**src/rtl/core/pseudo_terminal_byte_channel_macros.svh**
```systemverilog
// assertion macros for the pseudo terminal byte channel
`ifndef PSEUDO_TERMINAL_BYTE_CHANNEL_MACROS_SVH
`define PSEUDO_TERMINAL_BYTE_CHANNEL_MACROS_SVH

`ifndef SYNTH
`define PTBC_ASSERT(label, prop, msg) \
	label: assert property (@(posedge clk) disable iff (!arst_n) prop) else $error(msg);
`define PTBC_ASSERT_NEXT(label, ante, cons, msg) \
	label: assert property (@(posedge clk) disable iff (!arst_n) (ante) |=> (cons)) \
		else $error(msg);
`else
`define PTBC_ASSERT(label, prop, msg)
`define PTBC_ASSERT_NEXT(label, ante, cons, msg)
`endif

`endif

```
**src/rtl/core/ptbc_pkg.sv**
```systemverilog
package ptbc_pkg;

	localparam int unsigned FIFO_DEPTH = 4096;
	localparam int unsigned PTR_W      = $clog2(FIFO_DEPTH);
	localparam int unsigned CNT_W      = $clog2(FIFO_DEPTH + 1);
	localparam int unsigned LEVEL_W    = 13;

	localparam int unsigned Q_DEPTH = 2;
	localparam int unsigned QPTR_W  = $clog2(Q_DEPTH);
	localparam int unsigned QCNT_W  = $clog2(Q_DEPTH + 1);

	localparam int unsigned CFG_W     = 8;
	localparam int unsigned CFG_IDX_W = 3;
	localparam int unsigned OPENS_W   = 8;

	localparam logic [7:0] CHAR_CR = 8'h0D;
	localparam logic [7:0] CHAR_NL = 8'h0A;

	// register indexes
	localparam logic [CFG_IDX_W-1:0] CFG_SIGNAL_ENABLE  = 3'd0;
	localparam logic [CFG_IDX_W-1:0] CFG_INPUT_MODE     = 3'd1;
	localparam logic [CFG_IDX_W-1:0] CFG_OUTPUT_MODE    = 3'd2;
	localparam logic [CFG_IDX_W-1:0] CFG_INTERRUPT_CHAR = 3'd3;
	localparam logic [CFG_IDX_W-1:0] CFG_QUIT_CHAR      = 3'd4;
	localparam logic [CFG_IDX_W-1:0] CFG_SUSPEND_CHAR   = 3'd5;

	// register reset values
	localparam logic       RST_SIGNAL_ENABLE  = 1'b1;
	localparam logic [2:0] RST_INPUT_MODE     = 3'd2;
	localparam logic [2:0] RST_OUTPUT_MODE    = 3'd3;
	localparam logic [7:0] RST_INTERRUPT_CHAR = 8'h03;
	localparam logic [7:0] RST_QUIT_CHAR      = 8'h1C;
	localparam logic [7:0] RST_SUSPEND_CHAR   = 8'h1A;

	typedef enum logic [2:0] {
		REQ_MASTER_WRITE = 3'd0,
		REQ_SLAVE_WRITE  = 3'd1,
		REQ_MASTER_READ  = 3'd2,
		REQ_SLAVE_READ   = 3'd3,
		REQ_SLAVE_OPEN   = 3'd4,
		REQ_SLAVE_CLOSE  = 3'd5
	} req_t;

	typedef enum logic [2:0] {
		ST_OK          = 3'd0,
		ST_WOULD_BLOCK = 3'd1,
		ST_HUNG_UP     = 3'd2,
		ST_DROPPED     = 3'd3,
		ST_RETRY       = 3'd4,
		ST_CONSUMED    = 3'd5
	} status_t;

	typedef enum logic [1:0] {
		SIG_NONE = 2'd0,
		SIG_INT  = 2'd1,
		SIG_QUIT = 2'd2,
		SIG_STOP = 2'd3
	} sig_t;

	// classified operations handed from front to back
	typedef enum logic [3:0] {
		OP_NOP,
		OP_CONSUME,
		OP_PUSH_SLAVE,
		OP_PUSH_MASTER,
		OP_PUSH_MASTER2,
		OP_READ_MASTER,
		OP_READ_SLAVE,
		OP_OPEN,
		OP_CLOSE
	} op_t;

	typedef struct packed {
		op_t        op;
		logic [7:0] data;
		sig_t       sig;
		logic       last;
	} entry_t;

	typedef struct packed {
		logic [7:0]       rbyte;
		logic             rvalid;
		status_t          status;
		sig_t             sig;
		logic [CNT_W-1:0] ts_lvl;
		logic [CNT_W-1:0] tm_lvl;
		logic             hung;
		logic             last;
	} res_t;

	typedef enum logic [1:0] {
		B_IDLE,
		B_PUSH2,
		B_RD_TM,
		B_RD_TS
	} back_state_t;

endpackage

```
**src/rtl/core/ptbc_queue.sv**
```systemverilog
module ptbc_queue
	import ptbc_pkg::*;
(
	input  logic   clk,
	input  logic   arst_n,
	input  logic   push,
	input  entry_t push_entry,
	output logic   full,
	input  logic   pop,
	output logic   valid,
	output entry_t head
);

	entry_t             slot_q [Q_DEPTH];
	logic [QPTR_W-1:0]  wp_q;
	logic [QPTR_W-1:0]  rp_q;
	logic [QCNT_W-1:0]  cnt_q;

	assign full  = (cnt_q == QCNT_W'(Q_DEPTH));
	assign valid = (cnt_q != '0);
	assign head  = slot_q[rp_q];

	always_ff @(posedge clk) begin
		if (push) begin
			slot_q[wp_q] <= push_entry;
		end
	end

	always_ff @(posedge clk or negedge arst_n) begin
		if (!arst_n) begin
			wp_q  <= '0;
			rp_q  <= '0;
			cnt_q <= '0;
		end else begin
			if (push) begin
				wp_q <= (wp_q == QPTR_W'(Q_DEPTH - 1)) ? '0 : wp_q + 1'b1;
			end
			if (pop) begin
				rp_q <= (rp_q == QPTR_W'(Q_DEPTH - 1)) ? '0 : rp_q + 1'b1;
			end
			if (push && !pop) begin
				cnt_q <= cnt_q + 1'b1;
			end else if (pop && !push) begin
				cnt_q <= cnt_q - 1'b1;
			end
		end
	end

endmodule

```
**config.mk**
```make
export PLATFORM = sky130hd
export DESIGN_NAME = ptbc_queue
export DESIGN_NICKNAME = d
export VERILOG_FILES = /design/src/rtl/core/pseudo_terminal_byte_channel_macros.svh /design/src/rtl/core/ptbc_pkg.sv /design/src/rtl/core/ptbc_queue.sv
export SDC_FILE = /design/constraint.sdc
export NUM_CORES = 1
export LEC_CHECK = 0
export ABC_AREA = 0
export BUFFER_PORTS_ARGS = -buffer_cell sky130_fd_sc_hd__buf_4
export CORE_MARGIN = 3
export CORE_UTILIZATION = 53
export DETAILED_ROUTE_END_ITERATION = 7
export PLACE_DENSITY = 0.81
export SETUP_SLACK_MARGIN = 0.5
export SYNTH_ARGS = -nofsm -noshare
export SYNTH_HDL_FRONTEND = slang
export SYNTH_SLANG_ARGS = --single-unit
```
**constraint.sdc**
```tcl
create_clock -name clk -period 3.7 [get_ports clk]
set_input_delay 0.74 -clock clk [delete_from_list [all_inputs] [get_ports clk]]
set_output_delay 0.74 -clock clk [all_outputs]
set_load 0.02 [all_outputs]
```
-- After elaboration in Yosys (flattened, before gate mapping)
Memory sizes are Yosys's and may differ from the RTL's.
Cells that the tools add are included.
- $add $sub $neg: 4
- equal/unequal tests: 1
- multiplexer cells: 6
- reduce and logical (&&, ||, !) cells: 6
- operators with widths (operator ; count):
    two-way mux 1 bit ; 4
    two-way mux 2 bit ; 2
    nonzero test 2 bit ; 2
    adder 1 bit, second input constant ; 2
    adder 2 x 1 -> 2 bit, second input constant ; 1
    equality test 2 bit, second input constant ; 1
    logical AND 1 bit ; 2
    zero test 1 bit ; 2
    subtractor 2 x 1 -> 2 bit, second input constant ; 1
- bits in registers: 4
- RAM bits: 30
- bits of input ports: 19
- output and inout bits: 17
- logic and storage cells: 21
- memories: 1
- memories (name ; depth ; bits a word ; rd ports ; clocked after Yosys merged registers in ; wr ports ; line ; text):
    slot_q ; 2 ; 15 ; 1 ; 0 ; 1 ; ptbc_queue.sv:14 ; entry_t slot_q [Q_DEPTH];

-- Longest topological paths before layout
- depth in word-level cells: 4
- gate-level depth with buffers: 5
- depth with buffers taken out: 5

-- Least setup slack after synthesis
OpenSTA, ideal clock, no wires.
- path type: input to register
- start: input port push
- end: memory slot_q[0][0] (netlist bit) (enable)
- setup time: 0.388 ns
- arrival: 1.461 ns
- data required time: 3.312 ns
- setup slack: 1.850 ns
- stages: 1
- buffers on the path: 0
- cells stage by stage: nor2b_1
- word-level cells in the longest chain between the ends: 2
- RTL lines (what ; line ; text):
    start: declaration ; ptbc_queue.sv:6 ; input logic push,
    two-way mux 1 bit ; ptbc_queue.sv:24 ; if (push) begin
    two-way mux 1 bit (not written as such) ; ptbc_queue.sv:25 ; slot_q[wp_q] <= push_entry;
    end: declaration ; ptbc_queue.sv:14 ;
No other way between the ends.

==> results.txt <==
----------------------------------------------------
[STA]
  Min Clock Period, post-route ... 2.52 ns
  Number of max-slew violations in the final report ... 0
  Final Hold Fails ... 0
  Peak Freq ... 396 MHz
  Setup violations, final ... 0
  Worst clock skew ... 0.00577 ns
  Final Cycle Share ... 68.2%
  Transition time at the pin with the least slew margin ... between 0.7 and 0.8 ns
  RSZ-0062 raised after global routing ... false
  Relative max-transition margin ... approximately 47%
  Total negative slack for setup checks ... 0 ns
  Final worst slack ... about 1.2 ns

[Clocking]
  Depth of the CTS H-tree ... 2
  Clock tree sinks ... 34
  Hold buffers post-CTS ... 0
  Latest clock arrival within the worst-skew pair ... 0.32 ns
  Clock Tree Root ... sky130_fd_sc_hd__clkbuf_4
  Clock buffers created by TritonCTS ... 5
  Post-CTS Setup Bufs ... 0
  Maximum number of buffers from clock root to sink ... 2
  Number of instances resized during post-cts repair ... 0
  CTS tree ... done
  Clock-pin slew reported for the worst setup and hold paths after clock tree synthesis ... around 0.1 ns

[Floorplanning]
  Initial core utilization ... 57.6%
  Die outline width ... 56.0 µm
  Height of the chip ... around 56 µm
  Top Ports ... 36
  Std-Cell Rows ... 17
  Full die area ... 0.00313 mm²
  Floorplan Core Area ... between 0.002 and 0.0025 mm²

[Finish]
  Post-route insts no fill ... 133
  Area growth from synthesis to layout ... 25.2%
  Count of fill cells added during filler insertion ... 151
  Layout Cell Area excl Fill ... 0.00166 mm²
  Layout cell share with drive strength beyond 1 ... 56.2%
  Diodes inserted ... 0
  Nets@finish ... approximately 120
  Area of all sequential standard cells ... 0.00100 mm²
  Multi-input gate area ... 288 µm²

[Worst setup path]
  Series of cell instances along the critical path ... mux2_2 > buf_4
  Required time of the critical path ... a little under 3 ns
  Worst flop-to-flop path startpoint ... wp_q
  Register-to-register setup slack ... about 2.3 ns
  Endpoint of the worst-slack reg-to-reg timing path ... slot_q[0][3]
  Data arrival time of the worst path ... approximately 1.8 ns
  Slowest CP cell ... sky130_fd_sc_hd__dfrtp_1
  Start-to-end type of the worst setup path ... flop to output pin
  Stage delay of the slowest cell on the critical path ... 0.87 ns
  Startpoint type of the worst setup path ... flop
  Start point of the critical path ... rp_q
  Worst path buffer plus inverter count ... 1
  Endpoint class of the critical path ... output pin
  Category of cells accounting for the largest share of critical-path delay ... flip-flops
  Depth of the worst register-to-register path ... 2
  Largest fanout on the critical path ... 16

[Synth]
  Share of synthesized registers carrying an async set or reset ... 11.8%
  Synth Register Bits ... 34
  Number of distinct library cells after synthesis ... 14
  Primary flip-flop cell chosen by synthesis mapping ... sky130_fd_sc_hd__edfxtp_1
  Commonest cells in the netlist ... 30 x sky130_fd_sc_hd__edfxtp_1, 9 x sky130_fd_sc_hd__mux2_4, 6 x sky130_fd_sc_hd__mux2_2, 4 x sky130_fd_sc_hd__dfrtp_1, 4 x sky130_fd_sc_hd__xor2_1
  Top cells by area in the synthesized netlist ... sky130_fd_sc_hd__edfxtp_1 68%, sky130_fd_sc_hd__mux2_4 10%, sky130_fd_sc_hd__dfrtp_1 7.6%, sky130_fd_sc_hd__mux2_2 5.1%, sky130_fd_sc_hd__xor2_1 2.6%
  Most common cell in the synthesized netlist ... sky130_fd_sc_hd__edfxtp_1
  Net count after synthesis ... 83
  Number of enable flip-flop cells after synthesis ... 30
  Post-synthesis average cell area ... between 20 and 25 µm²
  Library cell with the largest summed area after synthesis ... sky130_fd_sc_hd__edfxtp_1
  Post-Synthesis Cell Area ... 0.00132 mm²
  Cell count after synthesis ... 63
  Share of Yosys cell area claimed by the top area cell type ... 68.1%
  Count of yosys warnings during synthesis ... 0
  Register area share after synthesis ... around 76%

[Power]
  Power density over cell area ... 741 mW/mm²
  IR drop worst, VDD ... 0.500 mV
  Total design power ... 1230 µW
  Leakage power ... 0.000680 µW

[Detailed routing]
  Post-route DRC ... 0
  Post-detailed-route wirelength per cell ... between 10 and 15 µm
  Violation count after the first detailed-route iteration ... 3
  Detailed-route wire length ... 1.91 mm
  Remaining antenna violation count after routing ... 0
  Detailed-route via count ... 637
  Iteration count of the initial detailed-routing pass ... 3
  Per-cell via count in the routed design ... 4.79

[Min path]
  Type of the tightest min-delay check ... input port to asynchronous set/reset pin

[GRT]
  First-pass GRT wire length ... 3.26 mm
  Antenna violations before repair ... 0
  Number of global-route vias before repair ... 735
  Total track usage ... 14.2%
  Remaining global-route overflow ... 0
  Largest net degree at the start of global routing ... 17

[Status]
  Result of the run ... finished clean

[Job]
  Number of max-cap violations ... 0

[Place]
  Total half-perimeter wirelength after legalization and detailed placement ... 1.38 mm
  Quantity of I/O buffers inserted on ports ... 35
  Global placer's final weighted congestion ... 0.681
  Cell Count Post-Placement ... 125
  Placement Setup Slack ... 1.53 ns
  Standard cell area after detailed placement ... between 0.0015 and 0.002 mm²

----------------------------------------------------
-- worst reg2reg max path, cell delays in order (launching register included) --
cell and delay [ns]:
sky130_fd_sc_hd__dfrtp_1 0.41, sky130_fd_sc_hd__nor2b_1 0.37, sky130_fd_sc_hd__buf_4 0.28
-- final cells by class --
type | instances | area share (%)
Clock buffer | 7 | 3.32
Clock inverter | 1 | 0.302
Inverter | 1 | 0.226
Multi-Input combinational cell | 26 | 17.4
Sequential cell | 34 | 60.4
Tap cell | 28 | 2.11
Timing Repair Buffer | 36 | 16.3
-- cells in the final DEF, fill, tap and decap left out, types with 2 or more instances in the layout --
master,netlist,final
sky130_fd_sc_hd__buf_4,0,36
sky130_fd_sc_hd__clkbuf_4,0,5
sky130_fd_sc_hd__dfrtp_1,4,4
sky130_fd_sc_hd__edfxtp_1,30,30
sky130_fd_sc_hd__mux2_2,6,6
sky130_fd_sc_hd__mux2_4,9,9
sky130_fd_sc_hd__nor2b_1,2,2
sky130_fd_sc_hd__xor2_1,4,4
-- flip-flops by register name, indices dropped and copies added (netlist names) --
name and cells:
wp_q 1, rp_q 1, slot_q 30, cnt_q 2
-- layer usage --
metal	part of all wire, %	vias to the layer above	track usage (%)
met4	1.3	0	5.08
met1	35	291	12.8
met3	9.7	4	7.66
li1	-	315	-
met5	0	-	0
met2	54	27	26.2
-- per-stage QoR --
stage          utilization (%)  hold WS [ns]
2_1_floorplan                -         0.444
3_3_place_gp              69.6         0.465
3_5_place_dp              69.6         0.472
4_1_cts                   72.2         0.182
5_1_grt                   72.2         0.161
6_report                  72.2         0.185
-- power by group --
part,switching [µW],internal (µW)
Clock,111,92.0
Combinational,203,238
Sequential,69.4,515
Total,384,845
-- how the worst max path moves through the flow --
stage / endpoint / slack, ns / depth (start not counted)
floorplan: slot_q[0][0] / 1.85 / 1
global placement: head[1] / 1.52 / 2
detailed placement: head[1] / 1.53 / 2
CTS: head[1] / 1.16 / 2
global route: head[1] / 1.08 / 2
finish: head[1] / 1.18 / 2
-- kinds of logic (layout without fill, tap and decap cells) --
| group | after synthesis | in the layout | synth area share, % |
|---|---|---|---|
| xor gates and xnor gates | 5 | 5 | 3.31 |
| and+or+nand+nor | 5 | 5 | 2.17 |
| buffers and inverters | 3 | 45 | 2.65 |
| DFF | 34 | 34 | 75.6 |
| adders and majority gates | 1 | 1 | 0.945 |
| muxes | 15 | 15 | 15.3 |
Note: power is estimated with default switching activity, not from simulation.
