$ cat config.mk
export PLATFORM = sky130hd
export DESIGN_NAME = ptbc_front
export DESIGN_NICKNAME = d
export VERILOG_FILES = /design/src/rtl/core/pseudo_terminal_byte_channel_macros.svh /design/src/rtl/core/ptbc_pkg.sv /design/src/rtl/core/ptbc_front.sv
export SDC_FILE = /design/constraint.sdc
export NUM_CORES = 1
export LEC_CHECK = 0
export BUFFER_PORTS_ARGS = -buffer_cell sky130_fd_sc_hd__buf_2
export CAP_MARGIN = 20
export CELL_PAD_IN_SITES_DETAIL_PLACEMENT = 1
export CELL_PAD_IN_SITES_GLOBAL_PLACEMENT = 1
export CORE_ASPECT_RATIO = 1.5
export CORE_UTILIZATION = 33
export DETAILED_ROUTE_END_ITERATION = 12
export PLACE_DENSITY_LB_ADDON = 0.3
export SLEW_MARGIN = 20
export SYNTH_ARGS = -nofsm -noshare
export SYNTH_HDL_FRONTEND = slang
export SYNTH_SLANG_ARGS = --single-unit
$ cat constraint.sdc
create_clock -name clk -period 2 [get_ports clk]
set_input_delay 0.2 -clock clk [delete_from_list [all_inputs] [get_ports clk]]
set_output_delay 0.2 -clock clk [all_outputs]
set_load 0.005 [all_outputs]
$ cat src/rtl/core/pseudo_terminal_byte_channel_macros.svh
// assertion macros for the pseudo terminal byte channel
`ifndef PSEUDO_TERMINAL_BYTE_CHANNEL_MACROS_SVH
`define PSEUDO_TERMINAL_BYTE_CHANNEL_MACROS_SVH

`ifndef SYNTH
`define PTBC_ASSERT(label, prop, msg) \
	label: assert property (@(posedge clk) disable iff (!arst_n) prop) else $error(msg);
`define PTBC_ASSERT_NEXT(label, ante, cons, msg) \
	label: assert property (@(posedge clk) disable iff (!arst_n) (ante) |=> (cons)) \
		else $error(msg);
`else
`define PTBC_ASSERT(label, prop, msg)
`define PTBC_ASSERT_NEXT(label, ante, cons, msg)
`endif

`endif

$ cat src/rtl/core/ptbc_pkg.sv
package ptbc_pkg;

	localparam int unsigned FIFO_DEPTH = 4096;
	localparam int unsigned PTR_W      = $clog2(FIFO_DEPTH);
	localparam int unsigned CNT_W      = $clog2(FIFO_DEPTH + 1);
	localparam int unsigned LEVEL_W    = 13;

	localparam int unsigned Q_DEPTH = 2;
	localparam int unsigned QPTR_W  = $clog2(Q_DEPTH);
	localparam int unsigned QCNT_W  = $clog2(Q_DEPTH + 1);

	localparam int unsigned CFG_W     = 8;
	localparam int unsigned CFG_IDX_W = 3;
	localparam int unsigned OPENS_W   = 8;

	localparam logic [7:0] CHAR_CR = 8'h0D;
	localparam logic [7:0] CHAR_NL = 8'h0A;

	// register indexes
	localparam logic [CFG_IDX_W-1:0] CFG_SIGNAL_ENABLE  = 3'd0;
	localparam logic [CFG_IDX_W-1:0] CFG_INPUT_MODE     = 3'd1;
	localparam logic [CFG_IDX_W-1:0] CFG_OUTPUT_MODE    = 3'd2;
	localparam logic [CFG_IDX_W-1:0] CFG_INTERRUPT_CHAR = 3'd3;
	localparam logic [CFG_IDX_W-1:0] CFG_QUIT_CHAR      = 3'd4;
	localparam logic [CFG_IDX_W-1:0] CFG_SUSPEND_CHAR   = 3'd5;

	// register reset values
	localparam logic       RST_SIGNAL_ENABLE  = 1'b1;
	localparam logic [2:0] RST_INPUT_MODE     = 3'd2;
	localparam logic [2:0] RST_OUTPUT_MODE    = 3'd3;
	localparam logic [7:0] RST_INTERRUPT_CHAR = 8'h03;
	localparam logic [7:0] RST_QUIT_CHAR      = 8'h1C;
	localparam logic [7:0] RST_SUSPEND_CHAR   = 8'h1A;

	typedef enum logic [2:0] {
		REQ_MASTER_WRITE = 3'd0,
		REQ_SLAVE_WRITE  = 3'd1,
		REQ_MASTER_READ  = 3'd2,
		REQ_SLAVE_READ   = 3'd3,
		REQ_SLAVE_OPEN   = 3'd4,
		REQ_SLAVE_CLOSE  = 3'd5
	} req_t;

	typedef enum logic [2:0] {
		ST_OK          = 3'd0,
		ST_WOULD_BLOCK = 3'd1,
		ST_HUNG_UP     = 3'd2,
		ST_DROPPED     = 3'd3,
		ST_RETRY       = 3'd4,
		ST_CONSUMED    = 3'd5
	} status_t;

	typedef enum logic [1:0] {
		SIG_NONE = 2'd0,
		SIG_INT  = 2'd1,
		SIG_QUIT = 2'd2,
		SIG_STOP = 2'd3
	} sig_t;

	// classified operations handed from front to back
	typedef enum logic [3:0] {
		OP_NOP,
		OP_CONSUME,
		OP_PUSH_SLAVE,
		OP_PUSH_MASTER,
		OP_PUSH_MASTER2,
		OP_READ_MASTER,
		OP_READ_SLAVE,
		OP_OPEN,
		OP_CLOSE
	} op_t;

	typedef struct packed {
		op_t        op;
		logic [7:0] data;
		sig_t       sig;
		logic       last;
	} entry_t;

	typedef struct packed {
		logic [7:0]       rbyte;
		logic             rvalid;
		status_t          status;
		sig_t             sig;
		logic [CNT_W-1:0] ts_lvl;
		logic [CNT_W-1:0] tm_lvl;
		logic             hung;
		logic             last;
	} res_t;

	typedef enum logic [1:0] {
		B_IDLE,
		B_PUSH2,
		B_RD_TM,
		B_RD_TS
	} back_state_t;

endpackage

$ cat src/rtl/core/ptbc_front.sv
module ptbc_front
	import ptbc_pkg::*;
(
	input  logic                 clk,
	input  logic                 arst_n,
	input  logic                 in_valid,
	input  logic [2:0]           req_type,
	input  logic [7:0]           data_byte,
	input  logic                 last_in_call,
	input  logic                 cfg_we,
	input  logic [CFG_IDX_W-1:0] cfg_index,
	input  logic [CFG_W-1:0]     cfg_data,
	input  logic                 q_full,
	output logic                 q_push,
	output entry_t               q_entry
);

	logic       sig_en_q;
	logic [2:0] in_mode_q;
	logic [2:0] out_mode_q;
	logic [7:0] int_char_q;
	logic [7:0] quit_char_q;
	logic [7:0] susp_char_q;

	logic post;

	always_ff @(posedge clk or negedge arst_n) begin
		if (!arst_n) begin
			sig_en_q    <= RST_SIGNAL_ENABLE;
			in_mode_q   <= RST_INPUT_MODE;
			out_mode_q  <= RST_OUTPUT_MODE;
			int_char_q  <= RST_INTERRUPT_CHAR;
			quit_char_q <= RST_QUIT_CHAR;
			susp_char_q <= RST_SUSPEND_CHAR;
		end else if (cfg_we) begin
			unique case (cfg_index)
				CFG_SIGNAL_ENABLE:  sig_en_q    <= cfg_data[0];
				CFG_INPUT_MODE:     in_mode_q   <= cfg_data[2:0];
				CFG_OUTPUT_MODE:    out_mode_q  <= cfg_data[2:0];
				CFG_INTERRUPT_CHAR: int_char_q  <= cfg_data[7:0];
				CFG_QUIT_CHAR:      quit_char_q <= cfg_data[7:0];
				CFG_SUSPEND_CHAR:   susp_char_q <= cfg_data[7:0];
				default: ;
			endcase
		end
	end

	assign q_push = in_valid && !q_full;
	assign post   = out_mode_q[0];

	// classify the request and apply the character translations
	always_comb begin
		q_entry.op   = OP_NOP;
		q_entry.data = data_byte;
		q_entry.sig  = SIG_NONE;
		q_entry.last = last_in_call;
		unique case (req_type)
			REQ_MASTER_WRITE: begin
				if (sig_en_q && data_byte == int_char_q) begin
					q_entry.sig = SIG_INT;
				end else if (sig_en_q && data_byte == quit_char_q) begin
					q_entry.sig = SIG_QUIT;
				end else if (sig_en_q && data_byte == susp_char_q) begin
					q_entry.sig = SIG_STOP;
				end
				if (q_entry.sig != SIG_NONE) begin
					q_entry.op = OP_CONSUME;
				end else if (data_byte == CHAR_CR && in_mode_q[0]) begin
					q_entry.op = OP_CONSUME;
				end else begin
					q_entry.op = OP_PUSH_SLAVE;
					if (data_byte == CHAR_CR && in_mode_q[1]) begin
						q_entry.data = CHAR_NL;
					end else if (data_byte == CHAR_NL && in_mode_q[2]) begin
						q_entry.data = CHAR_CR;
					end
				end
			end
			REQ_SLAVE_WRITE: begin
				if (data_byte == CHAR_NL && post && out_mode_q[1]) begin
					q_entry.op = OP_PUSH_MASTER2;
				end else begin
					q_entry.op = OP_PUSH_MASTER;
					if (data_byte == CHAR_CR && post && out_mode_q[2]) begin
						q_entry.data = CHAR_NL;
					end
				end
			end
			REQ_MASTER_READ: q_entry.op = OP_READ_MASTER;
			REQ_SLAVE_READ:  q_entry.op = OP_READ_SLAVE;
			REQ_SLAVE_OPEN:  q_entry.op = OP_OPEN;
			REQ_SLAVE_CLOSE: q_entry.op = OP_CLOSE;
			default:         q_entry.op = OP_NOP;
		endcase
	end

endmodule

# == Yosys cells after proc, flatten, opt, wreduce, memory -nomap -nowiden ==
# Index checks and enable logic that the tools add are counted.
# totals
regBits,31
# op_classes
eq_ne,15
mux,16
n_reduce_logical,21
# op_table
cell,n
$mux W8,6
$eq A8 B8 Y1,3
$pmux W4 S6,1
$eq A8 B4 Y1 const B,2
$pmux W8 S2,1
$mux W2,7
$eq A3 B2 Y1 const B,4
$eq A3 B3 Y1 const B,4
$reduce_and A2 Y1,6
$logic_and A1 B1 Y1,11
$eq A3 B1 Y1 const B,2
$logic_not A3 Y1,2
$mux W3,1
$reduce_bool A2 Y1,1
$logic_not A1 Y1,1

# == Longest topological paths before layout ==
# depth
depth_word,9
ltp_mapped,6
depth_no_buf,5

# == Worst setup path before layout ==
# Ideal clock, no wire load.
# synth_timing
path_kind,input -> output
startpoint,in data_byte[4]
endpoint,out q_entry[3] in the netlist's numbering
arrival_time_ns,1.601
setup_slack_ns,0.199
stages,3
path_cell_list,or4_4 -> or4_4 -> a221o_1
# synth_rtl
element,line_no,text
start: declaration,ptbc_front.sv:8,"input logic [7:0] data_byte,"
end: declaration,ptbc_front.sv:15,output entry_t q_entry

==> reports/qor.csv <==
stage;metric;value;unit
status;status;complete, but fails checks;
status;failing checks;setup timing;
layout;fillers;637;
synthesis;area leader, netlist;dfrtp_1;
die;Boundary Pins;44;
layout;Layout area overhead;33.0;%
clocking;CTS tree;done;
critical_path;R2R setup slack;1.15;ns
clocking;Worst-path clk slew;0.07;ns
layout;Ant. Diodes;0;
sta;Hold Vio Cnt, Final;0;
die;height of the die;93.9;um
critical_path;Setup crit end kind;output pin;
critical_path;reg2reg end;sig_en_q;
die;DIE AREA;5940;um^2
critical_path;Crit path buffers/inverters;1;
die;# rows;33;
routing;Post-DRT Antenna Nets;0;
synthesis;Syn Inst Count;176;
layout;fraction of layout cells with a size suffix above 1;0.568;
critical_path;Crit Path Category;flop to output pin;
layout;Seq. cell area;791;um^2
layout;fin util;0.453;
sta;Setup Viol. Count Final;6;
die;Initial Util;0.341;
worst_hold_path;hold path depth;2;
layout;nets;256;
job;Max Cap Viol;0;
synthesis;Post-synth EDFFs;0;
synthesis;Yosys reg bits;31;
critical_path;CP cell instances;xnor2_2, nand3_1, or3_4, and4_4, a221o_1, buf_2;
synthesis;most frequent cell after synthesis;mux2_2;
sta;final critical-path share of the clock period;1.12;
clocking;CTS H-tree depth;2;
critical_path;Reg2Reg Depth;1;
place;dpl hpwl;3700;um
sta;clock skew;0;ns
die;core area;5450;um^2
synthesis;top_reg_cell synth;dfrtp_1;
synthesis;post-synthesis average cell area;10.5;um^2
synthesis;post-synth cell types;38;
grt;largest net degree at the start of global routing;32;
clocking;worst skew pair latency;0.28;ns
sta;Slew HR;0.534;
grt;GRT overflow;0;
power;Power Density;820;nW/um^2
sta;Min Clock Period, post-route;2.24;ns
routing;WL per Instance;16.8;um
power;Design Power;0.00202;W
routing;Vias;1547;
synthesis;Async SR Flop Fraction;1.00;
critical_path;Critical R2R Launch;sig_en_q;
die;die width;63.2;um
routing;Pre-antenna DRT Iters;4;
routing;DRC;0;
clocking;CTS Buf Count;5;
clocking;CTS max path bufs;2;
layout;post-route cell area;2470;um^2
clocking;clk root buf;clkbuf_8;
critical_path;crit path max fanout;3;
routing;Post-Route WL;5040;um
clocking;CTS sink cnt;31;
critical_path;crit path DAT;2.04;ns
critical_path;CP delay by family, top;simple AND/OR/NAND/NOR gates;
sta;Max Slew Vio Count;0;
critical_path;slowest CP cell;dfstp_2;
worst_hold_path;Hold Crit Class;input pin to flop;
grt;first-pass GRT wire length;8270;um
grt;initial antenna violation count;0;
grt;vias in the first global route;1642;
worst_hold_path;HP Start;cfg_data[7];
layout;multi-input logic area;1150;um^2
sta;Worst Tran Pin Value;0.699;ns
place;PortBufs;41;
routing;drt first-iter violations;28;
routing;routed vias/inst;5.17;
sta;setup repair after global routing missed its margin;true;
synthesis;synthesized area;1860;um^2
synthesis;top-area cell type share of the netlist area;0.256;
sta;PnR worst setup slack;-0.242;ns
synthesis;Syn Nets;204;
sta;Max Fclk;446;MHz
synthesis;largest cells by area after synthesis;dfrtp_1 (26%), mux2_2 (18%), dfstp_2 (17%), xnor2_1 (11%), nand2_1 (2.8%);
power;static leakage;1.04;nW
place;placed cell areas;2190;um^2
synthesis;synth cell count leaders;mux2_2 (29), xnor2_1 (24), dfrtp_1 (19);
power;Max VDD drop;341;uV
sta;Setup TNS;-0.915;ns
grt;Tot GR Track Use;0.186;
critical_path;required time of the critical path;1.80;ns
synthesis;Synth warnings;0;
place;dpl ws;-0.171;ns
critical_path;Worst Setup Start Kind;flop;
critical_path;Crit path largest cell delay;0.55;ns
synthesis;sequential fraction of the synthesis area;0.426;
worst_hold_path;worst-case hold path end point;int_char_q[7];
place;Final GP Congestion;0.827;
## placed cells by master (no fill, tap or decap), drive strengths merged
cell,Yosys,routed
xnor2,24,24
and4,1,1
or2,2,2
or3,6,6
nor3b,1,1
dlygate4sd3,1,1
mux2,29,29
a221o,2,2
a21oi,1,1
o21ai,4,4
or3b,1,1
a22oi,2,2
dfrtp,19,19
nor3,4,4
nor2,4,4
nand2,14,14
o211ai,1,1
nor2b,4,4
nor4,1,1
and3b,1,1
dfstp,12,12
nand4b,1,1
nand4,8,8
and2,2,2
inv,5,5
o41ai,1,1
nand2b,1,1
buf,2,53
clkbuf,7,9
nand3,7,7
o31a,1,1
o31ai,2,2
and3,3,3
or4,2,2
## metrics by stage
stage / cells / hold WS, ns
5_1_grt: 299 / 0.175
3_3_place_gp: 289 / 0.288
2_1_floorplan: 176 / -0.0956
4_1_cts: 298 / 0.171
6_report: 299 / 0.180
3_5_place_dp: 289 / 0.282
## worst max-delay path by stage
stage                     slack (ns)      startpoint  depth (start not counted)           to
after detailed placement       -0.17    data_byte[4]                          8  q_entry[12]
final                          -0.24   int_char_q[0]                          6   q_entry[5]
after floorplan                 0.20    data_byte[4]                          3   q_entry[3]
after global placement         -0.21    data_byte[4]                          8  q_entry[12]
after CTS                      -0.23  quit_char_q[2]                          6   q_entry[5]
after global routing           -0.30  quit_char_q[2]                          6   q_entry[3]
## report_power, final
group / internal, W / switching (W)
sequential: 0.000807 / 0.000116
clock: 0.000314 / 0.000226
combinational: 0.000300 / 0.000262
## logic make-up (layout without fill, tap and decap cells)
group	count (synthesis)	in the layout	synth area share
simple gates	63	63	0.195
flops	31	31	0.426
mux	29	29	0.176
xor+xnor	24	24	0.113
buf+inv	15	68	0.0364
compound gates	14	14	0.0539
## registers in the layout (all words and copies together), names as in the netlist
name / cells
in_mode_q: 3
int_char_q: 8
out_mode_q: 3
quit_char_q: 8
sig_en_q: 1
susp_char_q: 8
## final cells by class
type                       count  share of cell area
tap                           70              0.0355
clock buffer                   8              0.0405
inverter                       5             0.00760
multi-input combinational    130               0.467
timing repair buffer          55               0.129
sequential                    31               0.320
## timing repair
| item | CTS | global route |
|---|---|---|
| resized for setup | 15 | 14 |
| pin swaps | 9 | 11 |
| setup endpoints to repair | 7 | 7 |
| setup buffers | 0 | 1 |
| hold endpoints to repair | 19 | 0 |
| hold buffers | 1 | 0 |
## routing by layer
| metal | wire length (um) | global-route usage | vias to the layer above |
|---|---|---|---|
| met5 | 0 | 0 | - |
| met4 | 124 | 0.0928 | 0 |
| met3 | 133 | 0.0303 | 8 |
| met2 | 2830 | 0.346 | 34 |
| met1 | 1950 | 0.200 | 775 |
| li1 | - | - | 730 |
No activity file was read; power rests on OpenSTA's default activity.
